**src/rtl/assert_macros.svh**
```systemverilog
// Assertion macros shared by the RTL of the shuffled random generator.
// The asserting module must have i_clk and i_rst_n in scope.
`ifndef ASSERT_MACROS_SVH
`define ASSERT_MACROS_SVH

// Same-cycle implication, disabled while reset is held.
`define SLRG_ASSERT_IMP(label, pre, post, msg) \
    label: assert property (@(posedge i_clk) disable iff (!i_rst_n) (pre) |-> (post)) \
        else $error(msg);

// Next-cycle implication, disabled while reset is held.
`define SLRG_ASSERT_NXT(label, pre, post, msg) \
    label: assert property (@(posedge i_clk) disable iff (!i_rst_n) (pre) |=> (post)) \
        else $error(msg);

`endif

```
**src/rtl/slrg_pkg.sv**
```systemverilog
// Package of the shuffled random generator: widths, constants, item types, states.
// Used by every module of the block except slrg_ram; depends on nothing.
`default_nettype none

package slrg_pkg;

    localparam int VAL_W      = 31;
    localparam int FRAC_W     = 24;
    localparam int FRAC_SHIFT = VAL_W - FRAC_W;
    localparam int MULT_W     = 15;
    localparam int PROD_W     = VAL_W + MULT_W;

    localparam logic [MULT_W-1:0] LCG_MULT = 15'd16807;
    // Modulus 2^31 - 1, one bit wider than a value so that sums compare against it.
    localparam logic [VAL_W:0]    LCG_MOD  = 32'h7FFF_FFFF;
    localparam logic [FRAC_W-1:0] FRAC_MAX = 24'd16777214;

    // Shuffle table depth; a power of two from 2 to 64. The entry index is then
    // simply the top bits of the shuffle output.
    localparam int TABLE_DEPTH = 32;
    localparam int IDX_W       = $clog2(TABLE_DEPTH);
    localparam int SEED_STEPS  = TABLE_DEPTH + 8;
    localparam int CNT_W       = $clog2(SEED_STEPS);

    typedef struct packed {
        logic             cmd;
        logic [VAL_W-1:0] seed;
    } t_in_item;

    typedef struct packed {
        logic [VAL_W-1:0]  raw_value;
        logic [FRAC_W-1:0] fraction;
    } t_out_item;

    typedef enum logic [2:0] {
        ST_IDLE,
        ST_SEED_MUL,
        ST_SEED_FOLD,
        ST_DRAW,
        ST_DRAW_FOLD
    } t_state;

    // Control decoded by the sequencer for the generator core and the table.
    typedef struct packed {
        logic             lcg_start;
        logic             ram_re;
        logic             ram_we;
        logic [IDX_W-1:0] ram_waddr;
    } t_ctrl;

endpackage

`default_nettype wire

```
**src/rtl/slrg_ram.sv**
```systemverilog
// Generic single-clock RAM: one write port, one read port, registered read data.
// Standalone; no package needed.
`default_nettype none

module slrg_ram #(
    parameter int WIDTH = 31,
    parameter int DEPTH = 32
) (
    input  wire logic                     i_clk,
    input  wire logic                     i_we,
    input  wire logic [$clog2(DEPTH)-1:0] i_waddr,
    input  wire logic [WIDTH-1:0]         i_wdata,
    input  wire logic                     i_re,
    input  wire logic [$clog2(DEPTH)-1:0] i_raddr,
    output      logic [WIDTH-1:0]         o_rdata
);

    logic [WIDTH-1:0] r_mem [DEPTH];
    logic [WIDTH-1:0] r_rdata;

    // A read of the entry being written returns the old contents.
    always_ff @(posedge i_clk) begin
        if (i_we) begin
            r_mem[i_waddr] <= i_wdata;
        end
        if (i_re) begin
            r_rdata <= r_mem[i_raddr];
        end
    end

    assign o_rdata = r_rdata;

endmodule

`default_nettype wire

```
**src/rtl/slrg_lcg.sv**
```systemverilog
// Multiplicative congruential step x * 16807 mod (2^31 - 1), product registered.
// Depends on slrg_pkg and assert_macros.svh.
`default_nettype none
`include "assert_macros.svh"

module slrg_lcg (
    input  wire logic                       i_clk,
    input  wire logic                       i_rst_n,
    input  wire logic                       i_start,
    input  wire logic [slrg_pkg::VAL_W-1:0] i_x,
    output      logic                       o_valid,
    output      logic [slrg_pkg::VAL_W-1:0] o_y
);

    import slrg_pkg::*;

    logic [PROD_W-1:0] r_prod;
    logic              r_vld;
    logic [VAL_W:0]    fold_sum;
    logic [VAL_W:0]    fold_red;

    always_ff @(posedge i_clk) begin
        if (!i_rst_n) begin
            r_vld <= 1'b0;
        end else begin
            r_vld <= i_start;
        end
        if (i_start) begin
            r_prod <= PROD_W'(i_x) * PROD_W'(LCG_MULT);
        end
    end

    // Since 2^31 is 1 modulo the modulus, the high part folds onto the low part;
    // the sum stays below twice the modulus, so one subtraction finishes it.
    always_comb begin
        fold_sum = {1'b0, r_prod[VAL_W-1:0]} + (VAL_W+1)'(r_prod[PROD_W-1:VAL_W]);
        if (fold_sum >= LCG_MOD) begin
            fold_red = fold_sum - LCG_MOD;
        end else begin
            fold_red = fold_sum;
        end
    end

    assign o_valid = r_vld;
    assign o_y     = fold_red[VAL_W-1:0];

    `SLRG_ASSERT_IMP(a_fold_reduced, r_vld, o_y != '1, "fold result not reduced")

endmodule

`default_nettype wire

```
**src/rtl/slrg_frac.sv**
```systemverilog
// Conversion of a generator value to an unsigned Q0.24 fraction of the modulus.
// Depends on slrg_pkg.
`default_nettype none

module slrg_frac (
    input  wire logic [slrg_pkg::VAL_W-1:0]  i_raw,
    output      logic [slrg_pkg::FRAC_W-1:0] o_fraction
);

    import slrg_pkg::*;

    logic [FRAC_W-1:0] quo_lo;
    logic [VAL_W:0]    rem_sum;
    logic [FRAC_W:0]   quo;

    // raw * 2^24 = quo_lo * 2^31 + low bits, and 2^31 = modulus + 1, so the
    // remainder candidate is quo_lo plus the low bits, below twice the modulus.
    always_comb begin
        quo_lo  = i_raw[VAL_W-1:FRAC_SHIFT];
        rem_sum = (VAL_W+1)'(quo_lo)
                + {1'b0, i_raw[FRAC_SHIFT-1:0], {FRAC_W{1'b0}}};
        quo     = (FRAC_W+1)'(quo_lo) + (FRAC_W+1)'(rem_sum >= LCG_MOD);
        if (quo > (FRAC_W+1)'(FRAC_MAX)) begin
            o_fraction = FRAC_MAX;
        end else begin
            o_fraction = quo[FRAC_W-1:0];
        end
    end

endmodule

`default_nettype wire

```
**src/rtl/shuffled_lcg_random_generator.sv**
```systemverilog
// Shuffled minimal-standard uniform generator, top level.
// Depends on slrg_pkg, slrg_ram, slrg_lcg, slrg_frac and assert_macros.svh.
//
// Usage: an input transfer carries cmd and seed. cmd 0 draws the next value;
// cmd 1 reloads the generator from seed (zero or the modulus count as one),
// warms it up and fills the shuffle table, then draws. A draw issued before
// any seed first seeds with one. Every input transfer yields exactly one
// output transfer holding raw_value and its Q0.24 fraction.
// Timing: a plain draw goes from the accepting idle state through the fold
// state back to idle, paced by the multiply-and-fold of the generator core,
// with the table read overlapping the multiply and the write-back overlapping
// the fold. The fold state loads its result into the output register, or into
// the holding register if that stalls. A reseed runs 40 core steps before its draw.
// Reset clears the sequencer, the generator value and the shuffle output, so
// the first draw after reset seeds itself. The table needs no clearing since
// seeding writes every entry before a draw reads one.
// A stalled receiver keeps the output register full; one more result can wait
// in a holding register, after which o_in_stall stays high until it drains.
`default_nettype none
`include "assert_macros.svh"

module shuffled_lcg_random_generator (
    input  wire logic                 i_clk,
    input  wire logic                 i_rst_n,
    input  wire logic                 i_in_valid,
    output      logic                 o_in_stall,
    input  wire slrg_pkg::t_in_item  i_in_data,
    output      logic                 o_out_valid,
    input  wire logic                 i_out_stall,
    output      slrg_pkg::t_out_item o_out_data
);

    import slrg_pkg::*;

    localparam logic [CNT_W-1:0] CNT_INIT = CNT_W'(SEED_STEPS - 1);
    localparam logic [CNT_W-1:0] CNT_TBL  = CNT_W'(TABLE_DEPTH);

    t_state           r_state, n_state;
    logic [VAL_W-1:0] r_lcg, n_lcg;
    logic [VAL_W-1:0] r_shuf, n_shuf;
    logic [CNT_W-1:0] r_cnt, n_cnt;
    logic [IDX_W-1:0] r_idx;
    logic             r_out_vld;
    t_out_item        r_out;
    logic             r_pend;
    t_out_item        r_hold;

    t_ctrl            ctrl;
    logic             in_acc;
    logic             reseed;
    logic [VAL_W-1:0] seed_fix;
    logic [IDX_W-1:0] rd_idx;
    logic             lcg_vld;
    logic [VAL_W-1:0] lcg_y;
    logic [VAL_W-1:0] ram_rdata;
    logic [FRAC_W-1:0] frac;
    t_out_item        res;
    logic             out_free;

    // Items are taken only by an idle sequencer with the holding register empty.
    assign o_in_stall = !((r_state == ST_IDLE) && !r_pend);
    assign in_acc     = i_in_valid && !o_in_stall;

    // Reseed on command, or on a draw while the shuffle output is still zero.
    // A draw that seeds itself always starts from one, whatever the seed field holds.
    assign reseed   = i_in_data.cmd || (r_shuf == '0);
    assign seed_fix = (!i_in_data.cmd || (i_in_data.seed == '0)
                       || (i_in_data.seed == LCG_MOD[VAL_W-1:0]))
                    ? VAL_W'(1) : i_in_data.seed;

    // The table entry is picked by the top bits of the current shuffle output.
    assign rd_idx = r_shuf[VAL_W-1 -: IDX_W];

    // Next state.
    always_comb begin
        n_state = r_state;
        case (r_state)
            ST_IDLE: begin
                if (in_acc) begin
                    n_state = reseed ? ST_SEED_MUL : ST_DRAW_FOLD;
                end
            end
            ST_SEED_MUL:  n_state = ST_SEED_FOLD;
            ST_SEED_FOLD: n_state = (r_cnt == '0) ? ST_DRAW : ST_SEED_MUL;
            ST_DRAW:      n_state = ST_DRAW_FOLD;
            ST_DRAW_FOLD: n_state = ST_IDLE;
            default:      n_state = ST_IDLE;
        endcase
    end

    // Control outputs of the sequencer. A draw starts the core step and reads
    // the selected entry together; the fold cycle writes the new core value back.
    always_comb begin
        ctrl = '0;
        case (r_state)
            ST_IDLE: begin
                ctrl.lcg_start = in_acc && !reseed;
                ctrl.ram_re    = in_acc && !reseed;
            end
            ST_SEED_MUL: begin
                ctrl.lcg_start = 1'b1;
            end
            ST_SEED_FOLD: begin
                // Only the last TABLE_DEPTH warm-up values land in the table.
                ctrl.ram_we    = (r_cnt < CNT_TBL);
                ctrl.ram_waddr = r_cnt[IDX_W-1:0];
            end
            ST_DRAW: begin
                ctrl.lcg_start = 1'b1;
                ctrl.ram_re    = 1'b1;
            end
            ST_DRAW_FOLD: begin
                ctrl.ram_we    = 1'b1;
                ctrl.ram_waddr = r_idx;
            end
            default: begin
                ctrl = '0;
            end
        endcase
    end

    // Next values of the generator state.
    always_comb begin
        n_lcg  = r_lcg;
        n_shuf = r_shuf;
        n_cnt  = r_cnt;
        case (r_state)
            ST_IDLE: begin
                if (in_acc && reseed) begin
                    n_lcg = seed_fix;
                    n_cnt = CNT_INIT;
                end
            end
            ST_SEED_FOLD: begin
                n_lcg = lcg_y;
                if (r_cnt == '0) begin
                    // The final warm-up value is table entry 0 and the new output.
                    n_shuf = lcg_y;
                end else begin
                    n_cnt = r_cnt - CNT_W'(1);
                end
            end
            ST_DRAW_FOLD: begin
                n_lcg  = lcg_y;
                n_shuf = ram_rdata;
            end
            default: begin
                n_lcg = r_lcg;
            end
        endcase
    end

    assign res.raw_value = ram_rdata;
    assign res.fraction  = frac;
    assign out_free      = !r_out_vld || !i_out_stall;

    always_ff @(posedge i_clk) begin
        if (!i_rst_n) begin
            r_state   <= ST_IDLE;
            r_lcg     <= '0;
            r_shuf    <= '0;
            r_cnt     <= '0;
            r_out_vld <= 1'b0;
            r_pend    <= 1'b0;
        end else begin
            r_state <= n_state;
            r_lcg   <= n_lcg;
            r_shuf  <= n_shuf;
            r_cnt   <= n_cnt;
            if (out_free) begin
                if (r_pend) begin
                    r_out_vld <= 1'b1;
                    r_pend    <= 1'b0;
                end else begin
                    r_out_vld <= (r_state == ST_DRAW_FOLD);
                end
            end else if (r_state == ST_DRAW_FOLD) begin
                r_pend <= 1'b1;
            end
        end
    end

    // Payload registers.
    always_ff @(posedge i_clk) begin
        if (ctrl.ram_re) begin
            r_idx <= rd_idx;
        end
        if (out_free) begin
            if (r_pend) begin
                r_out <= r_hold;
            end else if (r_state == ST_DRAW_FOLD) begin
                r_out <= res;
            end
        end else if (r_state == ST_DRAW_FOLD) begin
            r_hold <= res;
        end
    end

    assign o_out_valid = r_out_vld;
    assign o_out_data  = r_out;

    slrg_lcg u_lcg (
        .i_clk   (i_clk),
        .i_rst_n (i_rst_n),
        .i_start (ctrl.lcg_start),
        .i_x     (r_lcg),
        .o_valid (lcg_vld),
        .o_y     (lcg_y)
    );

    slrg_ram #(
        .WIDTH (VAL_W),
        .DEPTH (TABLE_DEPTH)
    ) u_table (
        .i_clk   (i_clk),
        .i_we    (ctrl.ram_we),
        .i_waddr (ctrl.ram_waddr),
        .i_wdata (lcg_y),
        .i_re    (ctrl.ram_re),
        .i_raddr (rd_idx),
        .o_rdata (ram_rdata)
    );

    slrg_frac u_frac (
        .i_raw      (ram_rdata),
        .o_fraction (frac)
    );

    `SLRG_ASSERT_IMP(a_fold_no_pend, r_state == ST_DRAW_FOLD, !r_pend, "holding register busy at draw end")
    `SLRG_ASSERT_IMP(a_pend_out_full, r_pend, r_out_vld, "held result while output register empty")
    `SLRG_ASSERT_NXT(a_shuf_nonzero, r_state == ST_DRAW_FOLD, r_shuf != '0, "shuffle output zero after draw")
    `SLRG_ASSERT_IMP(a_core_sync, lcg_vld, (r_state == ST_SEED_FOLD) || (r_state == ST_DRAW_FOLD), "core result outside a fold cycle")

endmodule

`default_nettype wire
```
**config.mk**
```make
export PLATFORM = sky130hd
export DESIGN_NAME = shuffled_lcg_random_generator
export DESIGN_NICKNAME = d
export VERILOG_FILES = /design/src/rtl/slrg_pkg.sv /design/src/rtl/slrg_ram.sv /design/src/rtl/slrg_lcg.sv /design/src/rtl/slrg_frac.sv /design/src/rtl/shuffled_lcg_random_generator.sv
export VERILOG_INCLUDE_DIRS = /design/src /design/src/rtl
export SDC_FILE = /design/constraint.sdc
export NUM_CORES = 2
export LEC_CHECK = 0
export BUFFER_PORTS_ARGS = -buffer_cell sky130_fd_sc_hd__buf_2
export CAP_MARGIN = 10
export CORE_MARGIN = 3
export CORE_UTILIZATION = 35
export CTS_BUF_LIST = sky130_fd_sc_hd__clkbuf_4 sky130_fd_sc_hd__clkbuf_8
export DETAILED_ROUTE_END_ITERATION = 10
export GPL_ROUTABILITY_DRIVEN = 0
export GPL_TIMING_DRIVEN = 0
export PLACE_DENSITY_LB_ADDON = 0.08
export SLEW_MARGIN = 40
export SYNTH_ARGS = -nofsm -noshare
export SYNTH_HDL_FRONTEND = slang
export SYNTH_SLANG_ARGS = --single-unit
```
**constraint.sdc**
```tcl
create_clock -name i_clk -period 5.6 [get_ports i_clk]
set_input_delay 1.12 -clock i_clk [delete_from_list [all_inputs] [get_ports i_clk]]
set_output_delay 1.12 -clock i_clk [all_outputs]
set_load 0.03 [all_outputs]
```
; Yosys cells after proc, flatten, opt, wreduce, memory -nomap -nowiden
; Memories as Yosys holds them, arrays and structs flattened. A register that Yosys moved wholly into a read port is not among the register bits.
; Cells that the tools add are included.
[word_totals]
ff_bits = 234
ramBits = 992
input_bits = 36
output_inout_bits = 57
elab_cells = 86
n_memories = 1
[mem_list]
columns = name, depth, word_bits, rd, rd_clocked_by_memory_dff, write_ports, line_no
row1 = u_table.r_mem, 32, 31, 1, 1, 1, slrg_ram.sv:18  ; logic [WIDTH-1:0] r_mem [DEPTH];
[op_classes]
n_addsub = 5
n_mul = 1
magnitude_cmp = 4
n_eq_ne = 9
mux = 22
bitwise_logic = 2
reduce_logical = 30
[ops]
columns = operator, count
row1 = $mux W31, 4
row2 = $pmux W31 S2, 2
row3 = $mux W55, 2
row4 = $ge A32 B31 Y1 const B, 2
row5 = $logic_not A31 Y1, 2
row6 = $mul A31 B15 Y46 const B, 1
row7 = $add A24 B31 Y32, 1
row8 = $add A31 B15 Y32, 1
row9 = $eq A31 B31 Y1 const B, 1
row10 = $sub A31 B31 Y31 const B, 1
row11 = $add A24 B1 Y25, 1
row12 = $gt A25 B24 Y1 const B, 1
row13 = $mux W24, 1
row14 = $pmux W6 S2, 2
row15 = $mux W6, 2
row16 = $pmux W3 S4, 1
row17 = $reduce_and A2 Y1, 4
row18 = $reduce_bool A2 Y1, 4
row19 = $eq A3 B2 Y1 const B, 2
row20 = $logic_not A1 Y1, 6
row21 = $logic_not A6 Y1, 1
row22 = $lt A6 B6 Y1 const B, 1
row23 = $mux W3, 2
row24 = $ne A2 B2 Y1 const B, 3
row25 = other kinds (13), 25

; Depth between registers and ports, before layout
[logic_depth]
ltp_word = 7
ltp_mapped = 25
ltp_nobuf = 24

; Hierarchy
; From an unflattened synthesis, not the netlist that was laid out.
[hier_totals]
hier_cells = 4206
hier_area_um2 = 59678.5
[modules_own_cells]
columns = module, instances, cells_per_inst, area_per_inst_um2, seq_area_each_um2
row1 = slrg_ram, 1, 2192, 39474.1, 30719.5
row2 = slrg_lcg, 1, 1230, 11298.3, 1401.3
row3 = shuffled_lcg_random_generator, 1, 653, 8104.0, 4914.7
row4 = slrg_frac, 1, 131, 802.0, 0.0

; Least setup slack after synthesis
; Ideal clock, no wire load.
[synth_path]
path_type = register -> register
startpoint = register r_lcg[14]
endpoint = register u_lcg.r_prod[44] (data pin)
setup_time_ns = 0.262
arrival_ns = 5.871
required_time_ns = 5.338
path_slack_ns = -0.533
stages_incl_launch_ff = 23
path_buffers = 1
synth_period_minus_slack_ns = 6.133
path_cell_list = dfxtp_1 > inv_1 > fa_1 > inv_1 > ha_1 > inv_1 > fa_1 > inv_1 > fa_1 > fa_1 > inv_1 > fa_1 > inv_1 > ha_1 > clkbuf_1 > nand2_1 > o31a_1 > a311oi_1 > a221oi_1 > o41ai_1 > a21o_1 > a41oi_1 > xnor2_1
[synth_via]
elab_chain_cells = 1
[synth_lines]
columns = element, line_no
row1 = start: declaration, shuffled_lcg_random_generator.sv:39  ; logic [VAL_W-1:0] r_lcg, n_lcg;
row2 = start signal: assignment, shuffled_lcg_random_generator.sv:167  ; r_lcg <= n_lcg;
row3 = $mul A31 B15 Y46, slrg_lcg.sv:29  ; r_prod <= PROD_W'(i_x) * PROD_W'(LCG_MULT);
row4 = end signal: assignment, slrg_lcg.sv:29
row5 = end: declaration, slrg_lcg.sv:17  ; logic [PROD_W-1:0] r_prod;
; No other way between the ends.
; A chain may end at the register's enable or synchronous reset.

; Worst setup path after layout
[layout_path]
startpoint = register r_lcg[18]
endpoint = register u_lcg.r_prod[43] (data pin)
; Same word-level chain as after synthesis.

==> summary.md <==
| Metric | Value |
|---|---|
| Flop-to-flop setup slack | -0.50 ns |
| Max Clk Rate | 0.1639 GHz |
| Min-delay src | r_shuf[29] |
| Worst slew pin tran | 0.8550 ns |
| Failing checks | setup timing |
| Hold depth | 0 |
| CTS tree | yes |
| Crit end category | flop |
| Worst endpoint data arrival time | roughly 6.8 ns |
| Final Skew | 0.04157 ns |
| H-tree depth | 4 |
| Clock sink count | 1,257 |
| Setup TNS | -4.818 ns |
| # setup viols final | 16 |
| Vias in the first global route | 32,999 |
| Fin crit period | 6.102 ns |
| Clock Path Buffers | 3 |
| Number of I/O pins | 93 |
| P per Cell Area | 641.6 nW/um2 |
| Die area | approximately 170,000 um2 |
| Startpoint Class | flop |
| First-pass DRT Iterations | 5 |
| Starting Density | 35.31% |
| Final wirelength | 170.4 mm |
| RSZ-0062 raised after global routing | yes |
| Post-synth ARST share | 0% |
| Status | complete, but fails checks |
| Number of synthesized register bits | 1,257 |
| DRC violations left | 0 |
| Synth-to-Final Area Change | 20.49% |
| Hold path endpoint | r_idx[3] |
| Layout Nets | 4,187 |
| Worst hold path class | flop to flop |
| Clock root buffer | clkbuf_8 |
| Rows | ~150 |
| DR vias | 32,230 |
| Fin Hold WS | 0.4333 ns |
| Drt first-iter violations | 2,895 |
| Max cap viols | 0 |
| Initial antenna violation count | 13 |
| Area of the multi-input gates | 20,020 um2 |
| Reg2reg path depth | 24 |
| EDFF count, synth | 1,184 |
| Fill count | 14,676 |
| Post-synth design cell area | around 58,000 um2 |
| Total power | ~44 mW |
| Layout cell share with drive strength beyond 1 | between 30% and 40% |
| Final worst slack | -0.5024 ns |
| Die Span Y | 411.5 um |
| Storage element area | 37,120 um2 |
| Post-synthesis sequential area ratio | 64.33% |
| Largest net degree at the start of global routing | 35 |
| Leak | 24.25 nW |
| Total grt overflow | 0 |
| Avg WL per Cell | around 28 um |
| Max transition margin | 43.00% |
| R2R Path Start | r_lcg[18] |
| Worst-path maximum fanout | 5 |
| Total GRT Usage | 20.31% |
| DP HPWL | 121.7 mm |
| Post-synth top flop | edfxtp_1 |
| Mapped Nets | 3,699 |
| Worst setup path class | flop to flop |
| Synth warn | 0 |
| Avg Cell Area, Syn | 17.32 um2 |
| Max VDD drop | 0.3900 mV |
| Netlist cell types | 81 |
| Core area | 163,000 um2 |
| Reg-to-reg endpoint | u_lcg.r_prod[43] |
| Post-DR vias/cell | 5.225 |
| Clock Latency Late Sink | 0.91 ns |
| Clock slew at reported path FFs | 0.08 ns |
| Die width | 411.5 um |
| Period utilization | 109.0% |
| Final hold violation count | 0 |
| First-pass GRT wire length | roughly 240 mm |
| Num CTS Buffers | 210 |
| Post-DRT Antenna Nets | 0 |
| Max-slew violation count | 0 |
| Cells after Synth | about 3,300 |
| Port Buffers | 92 |
| Crit path required time | about 6.3 ns |
==> repair_timing <==
action	in CTS	in global routing
setup endpoints to repair	125	459
pin swaps	42	32
gates resized for setup	88	60
buffers inserted	43	19
hold endpoints to repair	0	0
hold buffers	0	0
==> area by class of cell <==
| cell class | count | area share [%] |
|---|---|---|
| clock inverter | 97 | 0.9311 |
| multi-input combinational | 1604 | 28.87 |
| inverter | 316 | 1.763 |
| buffer | 141 | 0.9095 |
| tap | 2175 | 3.925 |
| antenna | 6 | 0.02165 |
| clock buffer | 292 | 5.201 |
| timing repair buffer | 280 | 4.851 |
| sequential | 1257 | 53.53 |
==> worst max-delay path, cell delays in order, from the launching register on <==
cell and delay (ns):
dfxtp_4 0.39, inv_6 0.05, fa_1 0.54, inv_2 0.05, ha_4 0.25, inv_2 0.03
fa_1 0.49, inv_2 0.04, fa_1 0.46, fa_1 0.51, inv_2 0.04, fa_1 0.52
inv_2 0.05, ha_4 0.28, nand4_1 0.17, nor3_4 0.20, o21a_1 0.17, nand4_1 0.23
a41o_4 0.39, o21a_1 0.21, o21ai_2 0.14, a21oi_2 0.08, or3_4 0.36, o21ai_4 0.15
xnor2_1 0.08
==> flip-flops by register name, indices dropped and copies added, names as in the netlist <==
register         flops
u_table.r_mem      992
o_out_data          55
r_hold              55
u_lcg.r_prod        46
r_lcg               31
r_shuf              31
u_table.o_rdata     31
r_cnt                6
r_idx                5
r_state              3
o_out_valid          1
r_pend               1
==> cell families (layout without fill, tap and decap cells) <==
group	Yosys count	count (layout)	share of synthesized area, %
DFF	1257	1257	64.33
buffers and inverters	461	1126	3.029
and+or+nand+nor	420	420	3.664
muxes	399	399	13.87
AOI/OAI and AO/OA	343	343	4.362
adders and majority gates	341	341	9.163
xor gates and xnor gates	101	101	1.589
other	0	6	0
==> per-layer routing <==
layer / vias up / track usage, % / part of all wire [%]
li1: 14019 / - / -
met1: 17077 / 29.32 / 46
met2: 916 / 31.30 / 46
met3: 216 / 4.412 / 5.8
met4: 2 / 4.910 / 2.0
met5: - / 0 / 0.023
==> layout by cell type, fill, tap and decap left out, drive strengths merged, types with 44 or more instances in the layout <==
cell / Yosys / final
dfxtp: 73 / 73
clkinv: 0 / 77
ha: 207 / 207
buf: 32 / 312
xor2: 44 / 44
mux4: 310 / 310
nor2: 106 / 106
xnor2: 57 / 57
a21oi: 68 / 68
fa: 134 / 134
nand2: 95 / 95
clkbuf: 113 / 401
edfxtp: 1184 / 1184
nand3: 52 / 52
inv: 316 / 323
mux2: 86 / 86
==> worst max-delay path by stage <==
stage / depth (start not counted) / slack [ns] / startpoint / end
4_1_cts: 25 / -0.50 / r_lcg[16] / u_lcg.r_prod[43]
2_1_floorplan: 24 / -0.07 / r_lcg[16] / u_lcg.r_prod[43]
6_report: 24 / -0.50 / r_lcg[18] / u_lcg.r_prod[43]
5_1_grt: 24 / -0.67 / r_lcg[18] / u_lcg.r_prod[43]
3_5_place_dp: 22 / -1.26 / r_lcg[8] / u_lcg.r_prod[44]
3_3_place_gp: 11 / -2.63 / u_lcg.r_prod[1] / u_table.r_mem[4][11]
==> stage by stage <==
stage / worst slack, ns / instance area [um2] / utilization [%] / cells
floorplan: -0.06836 / 57760 / - / 3322
global placement: -2.632 / 60940 / 37.39 / 5589
detailed placement: -1.260 / 63910 / 39.22 / 5715
CTS: -0.4964 / 68910 / 42.29 / 6146
global route: -0.6731 / 69330 / 42.54 / 6164
finish: -0.5024 / 69340 / 42.55 / 6168
==> power breakdown <==
group / switching (mW) / total (mW) / leakage (nW) / internal, mW
logic: 13.2 / 20.7 / 10.7 / 7.49
clock network: 3.78 / 8.23 / 2.24 / 4.45
registers: 0.893 / 15.5 / 11.3 / 14.6
==> synth_stat cells (all sizes together) (16+ instances only) <==
cell type | n | share of area, %
o211a | 16 | 0.28
o21ai | 39 | 0.34
nor4 | 20 | 0.22
dfxtp | 73 | 2.5
a21oi | 68 | 0.60
a221oi | 21 | 0.32
clkbuf | 113 | 0.74
and3 | 24 | 0.26
mux2 | 86 | 1.7
nand3 | 52 | 0.45
inv | 316 | 2.1
o21a | 18 | 0.23
a21o | 25 | 0.33
a22oi | 28 | 0.37
xor2 | 44 | 0.68
nand2 | 95 | 0.62
mux4 | 310 | 12
nand4 | 32 | 0.35
fa | 134 | 4.7
buf | 32 | 0.23
xnor2 | 57 | 0.91
nor3 | 21 | 0.19
edfxtp | 1184 | 62
a211oi | 22 | 0.30
nor2 | 106 | 0.69
ha | 207 | 4.5
Power figures use the tool's default switching activity.
